### src/rtl/usb_control_endpoint_responder_defines.svh
// assertion macros shared by the responder
`ifndef USB_CONTROL_ENDPOINT_RESPONDER_DEFINES_SVH
`define USB_CONTROL_ENDPOINT_RESPONDER_DEFINES_SVH

// implication checked on every clock edge outside reset
`define UCER_ASSERT_IMP(lbl, clk, rst_n, ante, cons, msg) \
  lbl: assert property (@(posedge clk) disable iff (!rst_n) (ante) |-> (cons)) else $error(msg);

// implication whose consequence is checked in the cycle after the antecedent
`define UCER_ASSERT_NEXT(lbl, clk, rst_n, ante, cons, msg) \
  lbl: assert property (@(posedge clk) disable iff (!rst_n) (ante) |=> (cons)) else $error(msg);

`endif

### src/rtl/ucer_pkg.sv
package ucer_pkg;

  localparam int EP0_PACKET_BYTES_DEF     = 8;
  localparam int DESCRIPTOR_ROM_BYTES_DEF = 256;
  localparam int DESC_TABLE_BYTES         = 156;

  // event codes
  localparam logic [1:0] CMD_SETUP = 2'd0;
  localparam logic [1:0] CMD_IN    = 2'd1;
  localparam logic [1:0] CMD_OUT   = 2'd2;
  localparam logic [1:0] CMD_RESET = 2'd3;

  // handshake codes
  localparam logic [1:0] HS_ACK   = 2'd0;
  localparam logic [1:0] HS_NAK   = 2'd1;
  localparam logic [1:0] HS_STALL = 2'd2;

  // toggle actions
  localparam logic [1:0] TOG_KEEP  = 2'd0;
  localparam logic [1:0] TOG_DATA1 = 2'd1;
  localparam logic [1:0] TOG_FLIP  = 2'd2;

  // halt actions
  localparam logic [1:0] HALT_NONE  = 2'd0;
  localparam logic [1:0] HALT_SET   = 2'd1;
  localparam logic [1:0] HALT_CLEAR = 2'd2;

  // standard request codes, plus the class SET_REPORT code and an internal stalled marker
  localparam logic [7:0] REQ_GET_STATUS    = 8'h00;
  localparam logic [7:0] REQ_CLEAR_FEATURE = 8'h01;
  localparam logic [7:0] REQ_SET_FEATURE   = 8'h03;
  localparam logic [7:0] REQ_SET_ADDRESS   = 8'h05;
  localparam logic [7:0] REQ_GET_DESC      = 8'h06;
  localparam logic [7:0] REQ_GET_CONFIG    = 8'h08;
  localparam logic [7:0] REQ_SET_CONFIG    = 8'h09;
  localparam logic [7:0] REQ_GET_INTERFACE = 8'h0A;
  localparam logic [7:0] REQ_SET_REPORT    = 8'h09;
  localparam logic [7:0] REQ_STALLED       = 8'hFF;

  // descriptor types
  localparam logic [7:0] DT_DEVICE = 8'h01;
  localparam logic [7:0] DT_CONFIG = 8'h02;
  localparam logic [7:0] DT_STRING = 8'h03;
  localparam logic [7:0] DT_REPORT = 8'h22;

  // descriptor table offsets and lengths
  localparam logic [7:0] OFF_DEV   = 8'd0;
  localparam logic [7:0] OFF_CFG   = 8'd18;
  localparam logic [7:0] OFF_REP   = 8'd52;
  localparam logic [7:0] OFF_LANG  = 8'd86;
  localparam logic [7:0] OFF_MANUF = 8'd90;
  localparam logic [7:0] OFF_PROD  = 8'd112;
  localparam logic [7:0] OFF_SER   = 8'd142;
  localparam logic [7:0] LEN_DEV   = 8'd18;
  localparam logic [7:0] LEN_CFG   = 8'd34;
  localparam logic [7:0] LEN_REP   = 8'd34;
  localparam logic [7:0] LEN_LANG  = 8'd4;
  localparam logic [7:0] LEN_MANUF = 8'd22;
  localparam logic [7:0] LEN_PROD  = 8'd30;
  localparam logic [7:0] LEN_SER   = 8'd14;

  // byte of the device descriptor that carries the packet size
  localparam logic [7:0] DEV_MAXPKT_POS = 8'd7;

  localparam logic [7:0] DESC_TABLE [DESC_TABLE_BYTES] = '{
    8'h12,8'h01,8'h00,8'h02,8'h00,8'h00,8'h00,8'h08,
    8'hC0,8'h16,8'h52,8'h55,8'h00,8'h01,8'h01,8'h02,8'h03,8'h01,
    8'h09,8'h02,8'h22,8'h00,8'h01,8'h01,8'h00,8'h80,8'h32,
    8'h09,8'h04,8'h00,8'h00,8'h01,8'h03,8'h00,8'h00,8'h00,
    8'h09,8'h21,8'h11,8'h01,8'h00,8'h01,8'h22,8'h22,8'h00,
    8'h07,8'h05,8'h82,8'h03,8'h08,8'h00,8'h01,
    8'h06,8'h00,8'hFF,8'h09,8'h01,8'hA1,8'h01,
    8'h09,8'h02,8'h15,8'h00,8'h26,8'hFF,8'h00,8'h75,8'h08,8'h95,8'h08,8'h81,8'h02,
    8'h09,8'h03,8'h15,8'h00,8'h26,8'hFF,8'h00,8'h75,8'h08,8'h95,8'h08,8'h91,8'h02,
    8'hC0,
    8'h04,8'h03,8'h09,8'h04,
    8'h16,8'h03,8'h4A,8'h00,8'h6F,8'h00,8'h68,8'h00,8'h6E,8'h00,8'h6E,8'h00,
    8'h79,8'h00,8'h35,8'h00,8'h35,8'h00,8'h32,8'h00,8'h2E,8'h00,
    8'h1E,8'h03,8'h4A,8'h00,8'h6F,8'h00,8'h68,8'h00,8'h6E,8'h00,8'h6E,8'h00,
    8'h79,8'h00,8'h35,8'h00,8'h35,8'h00,8'h32,8'h00,
    8'h2D,8'h00,8'h43,8'h00,8'h6F,8'h00,8'h72,8'h00,8'h65,8'h00,
    8'h0E,8'h03,8'h76,8'h00,8'h31,8'h00,8'h2E,8'h00,8'h30,8'h00,8'h2E,8'h00,
    8'h30,8'h00
  };

  typedef struct packed {
    logic [1:0]  command;
    logic [6:0]  rx_length;
    logic        toggle_ok;
    logic [7:0]  request_type;
    logic [7:0]  request_code;
    logic [7:0]  value_low;
    logic [7:0]  value_high;
    logic [7:0]  index_low;
    logic [7:0]  index_high;
    logic [15:0] length_requested;
  } ucer_in_t;

  typedef struct packed {
    logic [1:0] handshake;
    logic [1:0] toggle_action;
    logic [3:0] packet_length;
    logic [7:0] data_byte;
    logic       last;
    logic [6:0] address_value;
    logic       address_write;
    logic [7:0] config_value;
    logic [1:0] halt_endpoint;
    logic       halt_direction;
    logic [1:0] halt_action;
  } ucer_out_t;

  // one decoded event, streamed out by the emitter
  typedef struct packed {
    logic [1:0] hs;
    logic [1:0] tog;
    logic [3:0] plen;
    logic [6:0] addr;
    logic       addr_wr;
    logic [7:0] cfg;
    logic [1:0] h_ep;
    logic       h_dir;
    logic [1:0] h_act;
    logic       from_rom;
    logic [7:0] imm;
    logic [7:0] cursor;
  } ucer_job_t;

  // packet size actually used on endpoint zero
  function automatic logic [3:0] pkt_bytes(input int ep0_bytes);
    pkt_bytes = (ep0_bytes > 8) ? 4'd8 : 4'(ep0_bytes);
  endfunction

endpackage

### src/rtl/ucer_in_if.sv
interface ucer_in_if;
  import ucer_pkg::*;
  logic     valid;
  logic     ready;
  ucer_in_t data;
  modport source (output valid, output data, input ready);
  modport sink (input valid, input data, output ready);
endinterface

### src/rtl/ucer_out_if.sv
interface ucer_out_if;
  import ucer_pkg::*;
  logic      valid;
  logic      ready;
  ucer_out_t data;
  modport source (output valid, output data, input ready);
  modport sink (input valid, input data, output ready);
endinterface

### src/rtl/ucer_rom.sv
module ucer_rom
  import ucer_pkg::*;
#(
  parameter int EP0_PACKET_BYTES     = EP0_PACKET_BYTES_DEF,
  parameter int DESCRIPTOR_ROM_BYTES = DESCRIPTOR_ROM_BYTES_DEF
) (
  input  logic       clk,
  input  logic [7:0] addr,
  output logic [7:0] rd_data_r
);

  localparam logic [3:0] PktBytes = pkt_bytes(EP0_PACKET_BYTES);

  logic [7:0] rom_nxt;

  // table lookup with the packet size patched in, zero past the table or the configured size
  always_comb begin
    rom_nxt = 8'd0;
    if ((32'(addr) < 32'(DESCRIPTOR_ROM_BYTES)) && (32'(addr) < 32'(DESC_TABLE_BYTES))) begin
      if (addr == DEV_MAXPKT_POS) begin
        rom_nxt = {4'd0, PktBytes};
      end else begin
        rom_nxt = DESC_TABLE[addr];
      end
    end
  end

  // registered read port
  always_ff @(posedge clk) begin
    rd_data_r <= rom_nxt;
  end

endmodule

### src/rtl/ucer_ctrl.sv
module ucer_ctrl
  import ucer_pkg::*;
#(
  parameter int EP0_PACKET_BYTES = EP0_PACKET_BYTES_DEF
) (
  input  logic      clk,
  input  logic      rst_n,
  input  logic      accept,
  input  ucer_in_t  item,
  output ucer_job_t job
);

  localparam logic [3:0] PktBytes = pkt_bytes(EP0_PACKET_BYTES);

  logic [7:0]  pending_request_r, pending_request_nxt;
  logic [15:0] remaining_bytes_r, remaining_bytes_nxt;
  logic [7:0]  descriptor_cursor_r, descriptor_cursor_nxt;
  logic [6:0]  pending_address_r, pending_address_nxt;
  logic [7:0]  configuration_r, configuration_nxt;

  logic        stall;
  logic [15:0] rem;
  logic [7:0]  off;
  logic [7:0]  dlen;
  logic        desc_ok;
  logic [3:0]  n;
  logic        halt_ok;
  logic        recip_ep;

  // endpoint index check for halt requests
  always_comb begin
    halt_ok = (item.index_low[6:2] == 5'd0) && (item.index_low[1:0] != 2'd0);
  end

  // descriptor lookup
  always_comb begin
    off     = OFF_DEV;
    dlen    = LEN_DEV;
    desc_ok = 1'b1;
    unique case (item.value_high)
      DT_DEVICE: begin
        off = OFF_DEV;  dlen = LEN_DEV;
      end
      DT_CONFIG: begin
        off = OFF_CFG;  dlen = LEN_CFG;
      end
      DT_REPORT: begin
        off = OFF_REP;  dlen = LEN_REP;
      end
      DT_STRING: begin
        if (item.value_low == 8'd0) begin
          off = OFF_LANG;  dlen = LEN_LANG;
        end else if (item.value_low == 8'd1) begin
          off = OFF_MANUF; dlen = LEN_MANUF;
        end else if (item.value_low == 8'd2) begin
          off = OFF_PROD;  dlen = LEN_PROD;
        end else begin
          off = OFF_SER;   dlen = LEN_SER;
        end
      end
      default: desc_ok = 1'b0;
    endcase
  end

  // event decode and next state
  always_comb begin
    pending_request_nxt   = pending_request_r;
    remaining_bytes_nxt   = remaining_bytes_r;
    descriptor_cursor_nxt = descriptor_cursor_r;
    pending_address_nxt   = pending_address_r;
    configuration_nxt     = configuration_r;
    job                   = '0;
    stall                 = 1'b0;
    rem                   = 16'd0;
    n                     = 4'd0;
    recip_ep              = (item.request_type[4:0] == 5'd2);

    unique case (item.command)
      CMD_SETUP: begin
        if (item.rx_length != 7'd8) begin
          stall = 1'b1;
        end else begin
          remaining_bytes_nxt = item.length_requested;
          pending_request_nxt = item.request_code;
          if (item.request_type[6:5] != 2'd0) begin
            stall = (item.request_code != REQ_SET_REPORT);
          end else begin
            unique case (item.request_code)
              REQ_GET_DESC: begin
                if (!desc_ok) begin
                  stall = 1'b1;
                end else begin
                  rem = (item.length_requested > {8'd0, dlen}) ? {8'd0, dlen}
                                                               : item.length_requested;
                  n = (rem >= {12'd0, PktBytes}) ? PktBytes : rem[3:0];
                  remaining_bytes_nxt   = rem - {12'd0, n};
                  descriptor_cursor_nxt = off + {4'd0, n};
                  job.cursor            = off;
                  job.from_rom          = 1'b1;
                end
              end
              REQ_SET_ADDRESS: pending_address_nxt = item.value_low[6:0];
              REQ_GET_CONFIG: begin
                job.imm = configuration_r;
                n = (item.length_requested != 16'd0) ? 4'd1 : 4'd0;
              end
              REQ_SET_CONFIG: configuration_nxt = item.value_low;
              REQ_GET_INTERFACE: n = 4'd0;
              REQ_CLEAR_FEATURE: begin
                if (recip_ep && halt_ok) begin
                  job.h_ep  = item.index_low[1:0];
                  job.h_dir = item.index_low[7];
                  job.h_act = HALT_CLEAR;
                end else begin
                  stall = 1'b1;
                end
              end
              REQ_SET_FEATURE: begin
                if (recip_ep && (item.value_low == 8'd0) && (item.value_high == 8'd0)
                    && (item.index_high == 8'd0) && halt_ok) begin
                  job.h_ep  = item.index_low[1:0];
                  job.h_dir = item.index_low[7];
                  job.h_act = HALT_SET;
                end else begin
                  stall = 1'b1;
                end
              end
              REQ_GET_STATUS: begin
                n = (item.length_requested >= 16'd2) ? 4'd2 : item.length_requested[3:0];
              end
              default: stall = 1'b1;
            endcase
          end
        end
        if (stall) begin
          pending_request_nxt = REQ_STALLED;
          job                 = '0;
          n                   = 4'd0;
          job.hs              = HS_STALL;
        end
        job.tog = TOG_DATA1;
      end
      CMD_IN: begin
        if (pending_request_r == REQ_GET_DESC) begin
          n = (remaining_bytes_r >= {12'd0, PktBytes}) ? PktBytes : remaining_bytes_r[3:0];
          remaining_bytes_nxt   = remaining_bytes_r - {12'd0, n};
          descriptor_cursor_nxt = descriptor_cursor_r + {4'd0, n};
          job.cursor            = descriptor_cursor_r;
          job.from_rom          = 1'b1;
          job.tog               = TOG_FLIP;
        end else if (pending_request_r == REQ_SET_ADDRESS) begin
          job.addr    = pending_address_r;
          job.addr_wr = 1'b1;
          job.hs      = HS_NAK;
        end else begin
          job.hs = HS_NAK;
        end
      end
      CMD_RESET: begin
        configuration_nxt = 8'd0;
        job.addr_wr       = 1'b1;
        job.hs            = HS_NAK;
      end
      default: ;
    endcase
    job.plen = n;
    job.cfg  = configuration_nxt;
  end

  // request state
  always_ff @(posedge clk) begin
    if (!rst_n) begin
      pending_request_r   <= 8'd0;
      remaining_bytes_r   <= 16'd0;
      descriptor_cursor_r <= 8'd0;
      pending_address_r   <= 7'd0;
      configuration_r     <= 8'd0;
    end else if (accept) begin
      pending_request_r   <= pending_request_nxt;
      remaining_bytes_r   <= remaining_bytes_nxt;
      descriptor_cursor_r <= descriptor_cursor_nxt;
      pending_address_r   <= pending_address_nxt;
      configuration_r     <= configuration_nxt;
    end
  end

endmodule

### src/rtl/usb_control_endpoint_responder.sv
// Endpoint-zero responder. Each accepted transaction (setup, IN done, OUT done,
// bus reset) is decoded in the cycle it is taken and gives one result per byte
// of the next IN packet, or a single result when that packet is empty; the
// result stream runs at one per cycle while the receiver is ready, and the
// next transaction is taken in the cycle its predecessor's last result is
// loaded into the output register. Descriptor bytes come from a synchronous
// ROM addressed with the next job slot and byte index.
`include "usb_control_endpoint_responder_defines.svh"

module usb_control_endpoint_responder
  import ucer_pkg::*;
#(
  parameter int EP0_PACKET_BYTES     = EP0_PACKET_BYTES_DEF,
  parameter int DESCRIPTOR_ROM_BYTES = DESCRIPTOR_ROM_BYTES_DEF
) (
  input  logic clk,
  input  logic rst_n,
  ucer_in_if.sink    in_ch,
  ucer_out_if.source out_ch
);

  ucer_job_t  new_job;
  ucer_job_t  job_r, job_nxt;
  logic       job_valid_r, job_valid_nxt;
  logic [2:0] k_r, k_nxt;
  logic [2:0] cnt_m1;
  logic       emit;
  logic       emit_last;
  logic       accept;
  logic [7:0] rom_addr;
  logic [7:0] rom_q;
  logic [7:0] byte_val;
  logic       out_valid_r, out_valid_nxt;
  ucer_out_t  out_data_r, out_data_nxt;

  // handshakes
  assign cnt_m1       = (job_r.plen == 4'd0) ? 3'd0 : 3'(job_r.plen - 4'd1);
  assign emit         = job_valid_r && (!out_valid_r || out_ch.ready);
  assign emit_last    = emit && (k_r == cnt_m1);
  assign in_ch.ready  = !job_valid_r || emit_last;
  assign accept       = in_ch.valid && in_ch.ready;
  assign out_ch.valid = out_valid_r;
  assign out_ch.data  = out_data_r;

  ucer_ctrl #(
    .EP0_PACKET_BYTES(EP0_PACKET_BYTES)
  ) u_ctrl (
    .clk    (clk),
    .rst_n  (rst_n),
    .accept (accept),
    .item   (in_ch.data),
    .job    (new_job)
  );

  // job slot and byte index
  always_comb begin
    job_nxt       = job_r;
    job_valid_nxt = job_valid_r;
    k_nxt         = k_r;
    if (accept) begin
      job_nxt       = new_job;
      job_valid_nxt = 1'b1;
      k_nxt         = 3'd0;
    end else if (emit_last) begin
      job_valid_nxt = 1'b0;
    end else if (emit) begin
      k_nxt = k_r + 3'd1;
    end
  end

  // fetch the byte the job will present next cycle
  assign rom_addr = job_nxt.cursor + {5'd0, k_nxt};

  ucer_rom #(
    .EP0_PACKET_BYTES     (EP0_PACKET_BYTES),
    .DESCRIPTOR_ROM_BYTES (DESCRIPTOR_ROM_BYTES)
  ) u_rom (
    .clk       (clk),
    .addr      (rom_addr),
    .rd_data_r (rom_q)
  );

  // result byte and output register
  always_comb begin
    if (job_r.plen == 4'd0) begin
      byte_val = 8'd0;
    end else if (job_r.from_rom) begin
      byte_val = rom_q;
    end else begin
      byte_val = (k_r == 3'd0) ? job_r.imm : 8'd0;
    end
    out_valid_nxt = out_valid_r;
    out_data_nxt  = out_data_r;
    if (emit) begin
      out_valid_nxt               = 1'b1;
      out_data_nxt.handshake      = job_r.hs;
      out_data_nxt.toggle_action  = job_r.tog;
      out_data_nxt.packet_length  = job_r.plen;
      out_data_nxt.data_byte      = byte_val;
      out_data_nxt.last           = emit_last;
      out_data_nxt.address_value  = job_r.addr;
      out_data_nxt.address_write  = job_r.addr_wr;
      out_data_nxt.config_value   = job_r.cfg;
      out_data_nxt.halt_endpoint  = job_r.h_ep;
      out_data_nxt.halt_direction = job_r.h_dir;
      out_data_nxt.halt_action    = job_r.h_act;
    end else if (out_ch.ready) begin
      out_valid_nxt = 1'b0;
    end
  end

  always_ff @(posedge clk) begin
    if (!rst_n) begin
      job_valid_r <= 1'b0;
      k_r         <= 3'd0;
      out_valid_r <= 1'b0;
    end else begin
      job_valid_r <= job_valid_nxt;
      k_r         <= k_nxt;
      out_valid_r <= out_valid_nxt;
    end
  end

  always_ff @(posedge clk) begin
    job_r      <= job_nxt;
    out_data_r <= out_data_nxt;
  end

  // checks
  `UCER_ASSERT_IMP(a_in_only_when_free, clk, rst_n, in_ch.valid && in_ch.ready, !job_valid_r || emit_last, "transaction taken while job busy")
  `UCER_ASSERT_IMP(a_plen_range, clk, rst_n, out_valid_r, out_data_r.packet_length <= 4'd8, "packet length above eight")
  `UCER_ASSERT_NEXT(a_emit_loads_out, clk, rst_n, emit, out_valid_r, "emitted result not held")
  `UCER_ASSERT_IMP(a_addr_nak, clk, rst_n, out_valid_r && out_data_r.address_write, out_data_r.handshake == HS_NAK, "address load without nak")

endmodule

### src/flat_wrapper.sv
// flat-port wrapper written by rule: the top's interface ports become plain ports
module usb_control_endpoint_responder_flat import ucer_pkg::*;
#(
  parameter int EP0_PACKET_BYTES     = EP0_PACKET_BYTES_DEF,
  parameter int DESCRIPTOR_ROM_BYTES = DESCRIPTOR_ROM_BYTES_DEF
)
  (clk, rst_n, in_ch_valid, in_ch_data, in_ch_ready, out_ch_valid, out_ch_data, out_ch_ready);
  ucer_in_if in_ch_i ();
  ucer_out_if out_ch_i ();
  input  logic clk;
  input  logic rst_n;
  input wire logic [$bits(in_ch_i.valid)-1:0] in_ch_valid;
  input wire logic [$bits(in_ch_i.data)-1:0] in_ch_data;
  output wire logic [$bits(in_ch_i.ready)-1:0] in_ch_ready;
  output wire logic [$bits(out_ch_i.valid)-1:0] out_ch_valid;
  output wire logic [$bits(out_ch_i.data)-1:0] out_ch_data;
  input wire logic [$bits(out_ch_i.ready)-1:0] out_ch_ready;
  assign in_ch_i.valid = in_ch_valid;
  assign in_ch_i.data = in_ch_data;
  assign in_ch_ready = in_ch_i.ready;
  assign out_ch_valid = out_ch_i.valid;
  assign out_ch_data = out_ch_i.data;
  assign out_ch_i.ready = out_ch_ready;
  usb_control_endpoint_responder #(.EP0_PACKET_BYTES(EP0_PACKET_BYTES), .DESCRIPTOR_ROM_BYTES(DESCRIPTOR_ROM_BYTES)) u_core (.clk(clk), .rst_n(rst_n), .in_ch(in_ch_i), .out_ch(out_ch_i));
endmodule
### config.mk
export PLATFORM = sky130hd
export DESIGN_NAME = usb_control_endpoint_responder_flat
export DESIGN_NICKNAME = d
export VERILOG_FILES = /design/src/rtl/ucer_pkg.sv /design/src/rtl/ucer_in_if.sv /design/src/rtl/ucer_out_if.sv /design/src/rtl/ucer_rom.sv /design/src/rtl/ucer_ctrl.sv /design/src/rtl/usb_control_endpoint_responder.sv /design/src/flat_wrapper.sv
export VERILOG_INCLUDE_DIRS = /design/src /design/src/rtl
export SDC_FILE = /design/constraint.sdc
export NUM_CORES = 1
export LEC_CHECK = 0
export ABC_AREA = 1
export ABC_CLOCK_PERIOD_IN_PS = 5400
export BUFFER_PORTS_ARGS = -buffer_cell sky130_fd_sc_hd__buf_2
export CAP_MARGIN = 20
export CELL_PAD_IN_SITES_DETAIL_PLACEMENT = 1
export CELL_PAD_IN_SITES_GLOBAL_PLACEMENT = 1
export CORE_MARGIN = 2
export CORE_UTILIZATION = 43
export DETAILED_ROUTE_END_ITERATION = 6
export PLACE_DENSITY_LB_ADDON = 0.1
export SYNTH_ARGS = -nofsm -noshare
export SYNTH_HDL_FRONTEND = slang
export SYNTH_SLANG_ARGS = --single-unit
export TNS_END_PERCENT = 5
### constraint.sdc
create_clock -name clk -period 5.4 [get_ports clk]
set_input_delay 0.27 -clock clk [delete_from_list [all_inputs] [get_ports clk]]
set_output_delay 0.27 -clock clk [all_outputs]
set_load 0.01 [all_outputs]
==> impl_table.tex <==
\begin{tabular}{lr}
\hline
Metric & Value \\
\hline
\multicolumn{2}{l}{\textbf{Min path}} \\
\quad Type of the worst min-delay path & input pin to flop \\
\quad HP Start & out\_ch\_ready \\
\quad Instance count along the most critical hold path & 4 \\
\quad Endpoint of the worst hold path & u\_core.out\_ch.valid \\
\multicolumn{2}{l}{\textbf{Setup path}} \\
\quad Destination of the worst register-to-register timing path & u\_core.u\_rom.rd\_data\_r[4] \\
\quad Crit path max fanout & 31 \\
\quad Reg2Reg Launch Point & u\_core.job\_r[38] \\
\quad Req. time, crit path & 5.73 ns \\
\quad Worst Reg-to-Reg Cells & 26 \\
\quad Sort of element at the end of the critical path & flop \\
\quad Start-to-end type of the worst setup path & flop to flop \\
\quad Endpoint arrival time on the critical path & 5.18 ns \\
\quad Setup slack, reg-to-reg & 0.55 ns \\
\quad Startpoint type of the worst setup path & flop \\
\multicolumn{2}{l}{\textbf{Place}} \\
\quad I/O Buffers & 115 \\
\quad Setup slack after placement & 0.634 ns \\
\quad Placed cell area & 9920 µm² \\
\quad Routability Congestion & 0.877 \\
\quad Hpwl dp & 20.8 mm \\
\multicolumn{2}{l}{\textbf{Yosys}} \\
\quad Synth cell types & 58 \\
\quad Simple-Gate Fraction of Synth Area & 30.1\% \\
\quad Flop and latch count out of synthesis & 144 \\
\quad Proportion of register bits with asynchronous set or reset after synthesis & 0\% \\
\quad Post-synth design cell area & 9150 µm² \\
\quad Nets in the synthesized netlist & 1375 \\
\quad Mux cell area share after synthesis & 0.109\% \\
\quad Post-Synth Adder-Cell Area & 4.76\% \\
\quad Combinational family with the most area after synthesis & simple AND/OR/NAND/NOR gates \\
\quad Post-synthesis cell count & 1264 \\
\quad Post-synthesis xor/xnor area fraction & 1.44\% \\
\quad Share of the synthesized area in the top cell type & 24.9\% \\
\quad Count of flip-flops with a built-in enable after synthesis & 76 \\
\quad Primary flip-flop cell chosen by synthesis mapping & sky130\_fd\_sc\_hd\_\_edfxtp\_1 \\
\quad Most area-hungry cell type in the Yosys netlist & sky130\_fd\_sc\_hd\_\_edfxtp\_1 \\
\quad Seq/Total Area, Yosys & 39.8\% \\
\quad Mean post-synth cell area & 7.24 µm² \\
\quad Leading post-synthesis cells by cell area & sky130\_fd\_sc\_hd\_\_edfxtp\_1, sky130\_fd\_sc\_hd\_\_dfxtp\_1, sky130\_fd\_sc\_hd\_\_nand2\_1 \\
\quad Synth Area in Compound Gates & 14.7\% \\
\quad Total of warnings raised by yosys & 0 \\
\multicolumn{2}{l}{\textbf{Drt}} \\
\quad Met3 Wirelength & 1.06 mm \\
\quad Number of iterations in the first detailed-routing pass & 5 \\
\quad Total DRC errors in the routed layout & 0 \\
\quad Post-DR wirelength/cell & 17.0 µm \\
\quad Vias post-DR & 8911 \\
\quad Top layer in use & met4 \\
\quad Total routed wirelength & 28.1 mm \\
\quad Amount of wire on met2 after detailed routing & 14.0 mm \\
\quad Number of DRC violations after detailed-routing iteration 0 & 514 \\
\quad Via density per instance & 5.39 \\
\quad Post-detailed-route count of antenna-violating nets & 0 \\
\quad Length of routed wiring on met1 & 12.8 mm \\
\multicolumn{2}{l}{\textbf{Timing}} \\
\quad Post-layout worst setup margin & 0.553 ns \\
\quad Min Clock Period, post-route & 4.85 ns \\
\quad Worst rel slew slack & 39.1\% \\
\quad Post-route clock skew & 0.0204 ns \\
\quad Final sum of negative setup slack & 0 ns \\
\quad Maximum frequency from static timing analysis & 206 MHz \\
\quad Final period util & 89.8\% \\
\quad Worst-margin pin slew & 0.912 ns \\
\quad Slew Limit Fails & 0 \\
\quad Final-report hold violation count & 0 \\
\quad Worst Hold Slack & 0.121 ns \\
\quad Setup violation total in the final timing report & 0 \\
\quad Setup repair after global routing missed its margin & no \\
\multicolumn{2}{l}{\textbf{Cells and area}} \\
\quad Fin util & 50.1\% \\
\quad Count of inserted antenna diode cells & 0 \\
\quad Fraction of final layout cells with drive strength greater than 1 & 15.2\% \\
\quad Area Overhead vs Synth & 14.8\% \\
\quad Final instance area & 10500 µm² \\
\quad Commonest non-fill, non-tap cell in the layout & sky130\_fd\_sc\_hd\_\_nand2\_1 \\
\quad Commonest cells after routing, fill and taps aside & sky130\_fd\_sc\_hd\_\_nand2\_1, sky130\_fd\_sc\_hd\_\_inv\_1, sky130\_fd\_sc\_hd\_\_nor2\_1 \\
\quad NumNets Final & 1477 \\
\multicolumn{2}{l}{\textbf{Clock tree}} \\
\quad TritonCTS clock tree & done \\
\quad Maximum root-to-sink buffer count & 2 \\
\quad Count of instances resized after the clock tree is built & 0 \\
\quad Buffer type at the clock tree root & sky130\_fd\_sc\_hd\_\_clkbuf\_16 \\
\quad Cts bufs inserted & 17 \\
\quad Post-CTS setup buffers & 0 \\
\quad Post-cts hold buffer count & 0 \\
\quad Clock-pin slew on the worst setup and hold paths & 0.07 ns \\
\quad Clock insertion delay at the later pin of the skew report & 0.44 ns \\
\quad Clk sinks & 144 \\
\quad H-tree level count & 4 \\
\multicolumn{2}{l}{\textbf{Power}} \\
\quad Static leakage power & 4.74 nW \\
\quad Power density relative to cell area & 270 nW/µm² \\
\quad Peak supply drop & 0.214 mV \\
\multicolumn{2}{l}{\textbf{Floorplan}} \\
\quad Core outline area & 21000 µm² \\
\quad Die footprint & 22500 µm² \\
\quad Vertical extent of the die & 150 µm \\
\quad Width of the die & 150 µm \\
\quad IO Pins & 118 \\
\quad Initial standard-cell utilization of the core & 43.7\% \\
\quad FP Rows & 53 \\
\multicolumn{2}{l}{\textbf{Global route}} \\
\quad Global-route wire length before repair & 45.3 mm \\
\quad Total global routing track utilization & 25.5\% \\
\quad Overflow left after global routing & 0 \\
\quad Via count of the first global-routing pass & 8888 \\
\quad Number of antenna violations at the first check in global routing & 0 \\
\quad Maximum number of pins on one net before global-route repair & 41 \\
\multicolumn{2}{l}{\textbf{Flow run}} \\
\quad Number of maximum-capacitance constraint violations & 0 \\
\multicolumn{2}{l}{\textbf{Status}} \\
\quad Result of the run & finished, final reports clean \\
\hline
\end{tabular}
per-layer routing:
layer | vias up | GRT usage, %
met1 | 4277 | 33.7
met4 | 0 | 5.75
met3 | 19 | 2.96
li1 | 4415 | -
met2 | 200 | 44.5
met5 | - | 0
stage by stage:
stage	std cells	power, mW
final	1654	2.84
after global routing	1654	2.95
after CTS	1654	2.85
after detailed placement	1622	1.67
after global placement	1622	1.65
after floorplan	1264	1.52
flip-flops by register name (all words and copies together) (netlist names):
| name | cells |
|---|---|
| u_core.k_r | 3 |
| u_core.job_r | 46 |
| u_core.out_ch.valid | 1 |
| u_core.u_ctrl.pending_request_r | 8 |
| u_core.u_ctrl.remaining_bytes_r | 16 |
| u_core.out_ch.data | 38 |
| u_core.u_ctrl.configuration_r | 8 |
| u_core.u_ctrl.descriptor_cursor_r | 8 |
| u_core.u_ctrl.pending_address_r | 7 |
| u_core.u_rom.rd_data_r | 8 |
| u_core.job_valid_r | 1 |
Yosys cell counts, drive strengths merged, types with 3 or more instances:
cell	n
inv	158
nand3b	4
xnor2	3
nor3	11
clkbuf	18
nand3	117
nand2	320
nor2	134
and2	3
o21ai	122
edfxtp	76
a211oi	5
a21oi	91
nor4	7
nand4	18
a31oi	13
o211ai	7
fa	3
xor2	9
or2	5
ha	30
dfxtp	68
buf	22
worst max-delay path: stages (launching register included):
cell and delay, ns:
sky130_fd_sc_hd__edfxtp_1 0.47, sky130_fd_sc_hd__nor2_4 0.19, sky130_fd_sc_hd__nand3_1 0.12, sky130_fd_sc_hd__o211ai_1 0.10, sky130_fd_sc_hd__nand2_1 0.12, sky130_fd_sc_hd__nand3_2 0.13, sky130_fd_sc_hd__nand2_4 0.09, sky130_fd_sc_hd__nand2_4 0.30
sky130_fd_sc_hd__clkinv_2 0.13, sky130_fd_sc_hd__buf_4 0.26, sky130_fd_sc_hd__nor2_1 0.20, sky130_fd_sc_hd__inv_1 0.10, sky130_fd_sc_hd__fa_1 0.74, sky130_fd_sc_hd__inv_1 0.18, sky130_fd_sc_hd__ha_1 0.23, sky130_fd_sc_hd__inv_1 0.16
sky130_fd_sc_hd__nor2_1 0.14, sky130_fd_sc_hd__nor2_1 0.21, sky130_fd_sc_hd__inv_1 0.09, sky130_fd_sc_hd__nand2_1 0.09, sky130_fd_sc_hd__nand2_1 0.07, sky130_fd_sc_hd__nand3_1 0.16, sky130_fd_sc_hd__nand2_1 0.08, sky130_fd_sc_hd__nor2_1 0.11
sky130_fd_sc_hd__nand2_1 0.06, sky130_fd_sc_hd__a21oi_1 0.14, sky130_fd_sc_hd__nor2_1 0.06
cell families after synthesis:
kind of cell / count (synthesis)
xor+xnor: 12
other cells: 2
mux: 1
flops: 144
buf+inv: 200
fa+ha+maj: 33
simple gates: 621
compound gates: 251
area by class of cell:
cell class	count	area, µm²
fill	2754	10400
multi-input combinational	920	4700
sequential	144	3640
timing repair buffer	123	636
inverter	160	604
clock buffer	18	439
tap	275	344
clock inverter	14	144
power breakdown:
part	internal, mW	total [mW]	switching [mW]
combinational	0.130	0.404	0.274
clock	0.663	1.18	0.521
sequential	1.22	1.25	0.0258
total	2.01	2.84	0.821
how the worst max path moves through the flow:
| stage | slack, ns | depth (start not counted) | start | endpoint |
|---|---|---|---|---|
| floorplan | 0.86 | 27 | u_core.out_ch.valid | u_core.u_rom.rd_data_r[1] |
| global placement | 0.75 | 27 | u_core.job_r[41] | u_core.u_rom.rd_data_r[4] |
| detailed placement | 0.63 | 27 | u_core.job_r[38] | u_core.u_rom.rd_data_r[4] |
| CTS | 0.59 | 25 | u_core.job_r[38] | u_core.u_rom.rd_data_r[4] |
| global route | 0.19 | 28 | u_core.job_r[38] | u_core.u_rom.rd_data_r[4] |
| finish | 0.55 | 26 | u_core.job_r[38] | u_core.u_rom.rd_data_r[4] |
Note: power is estimated with default switching activity, not from simulation.
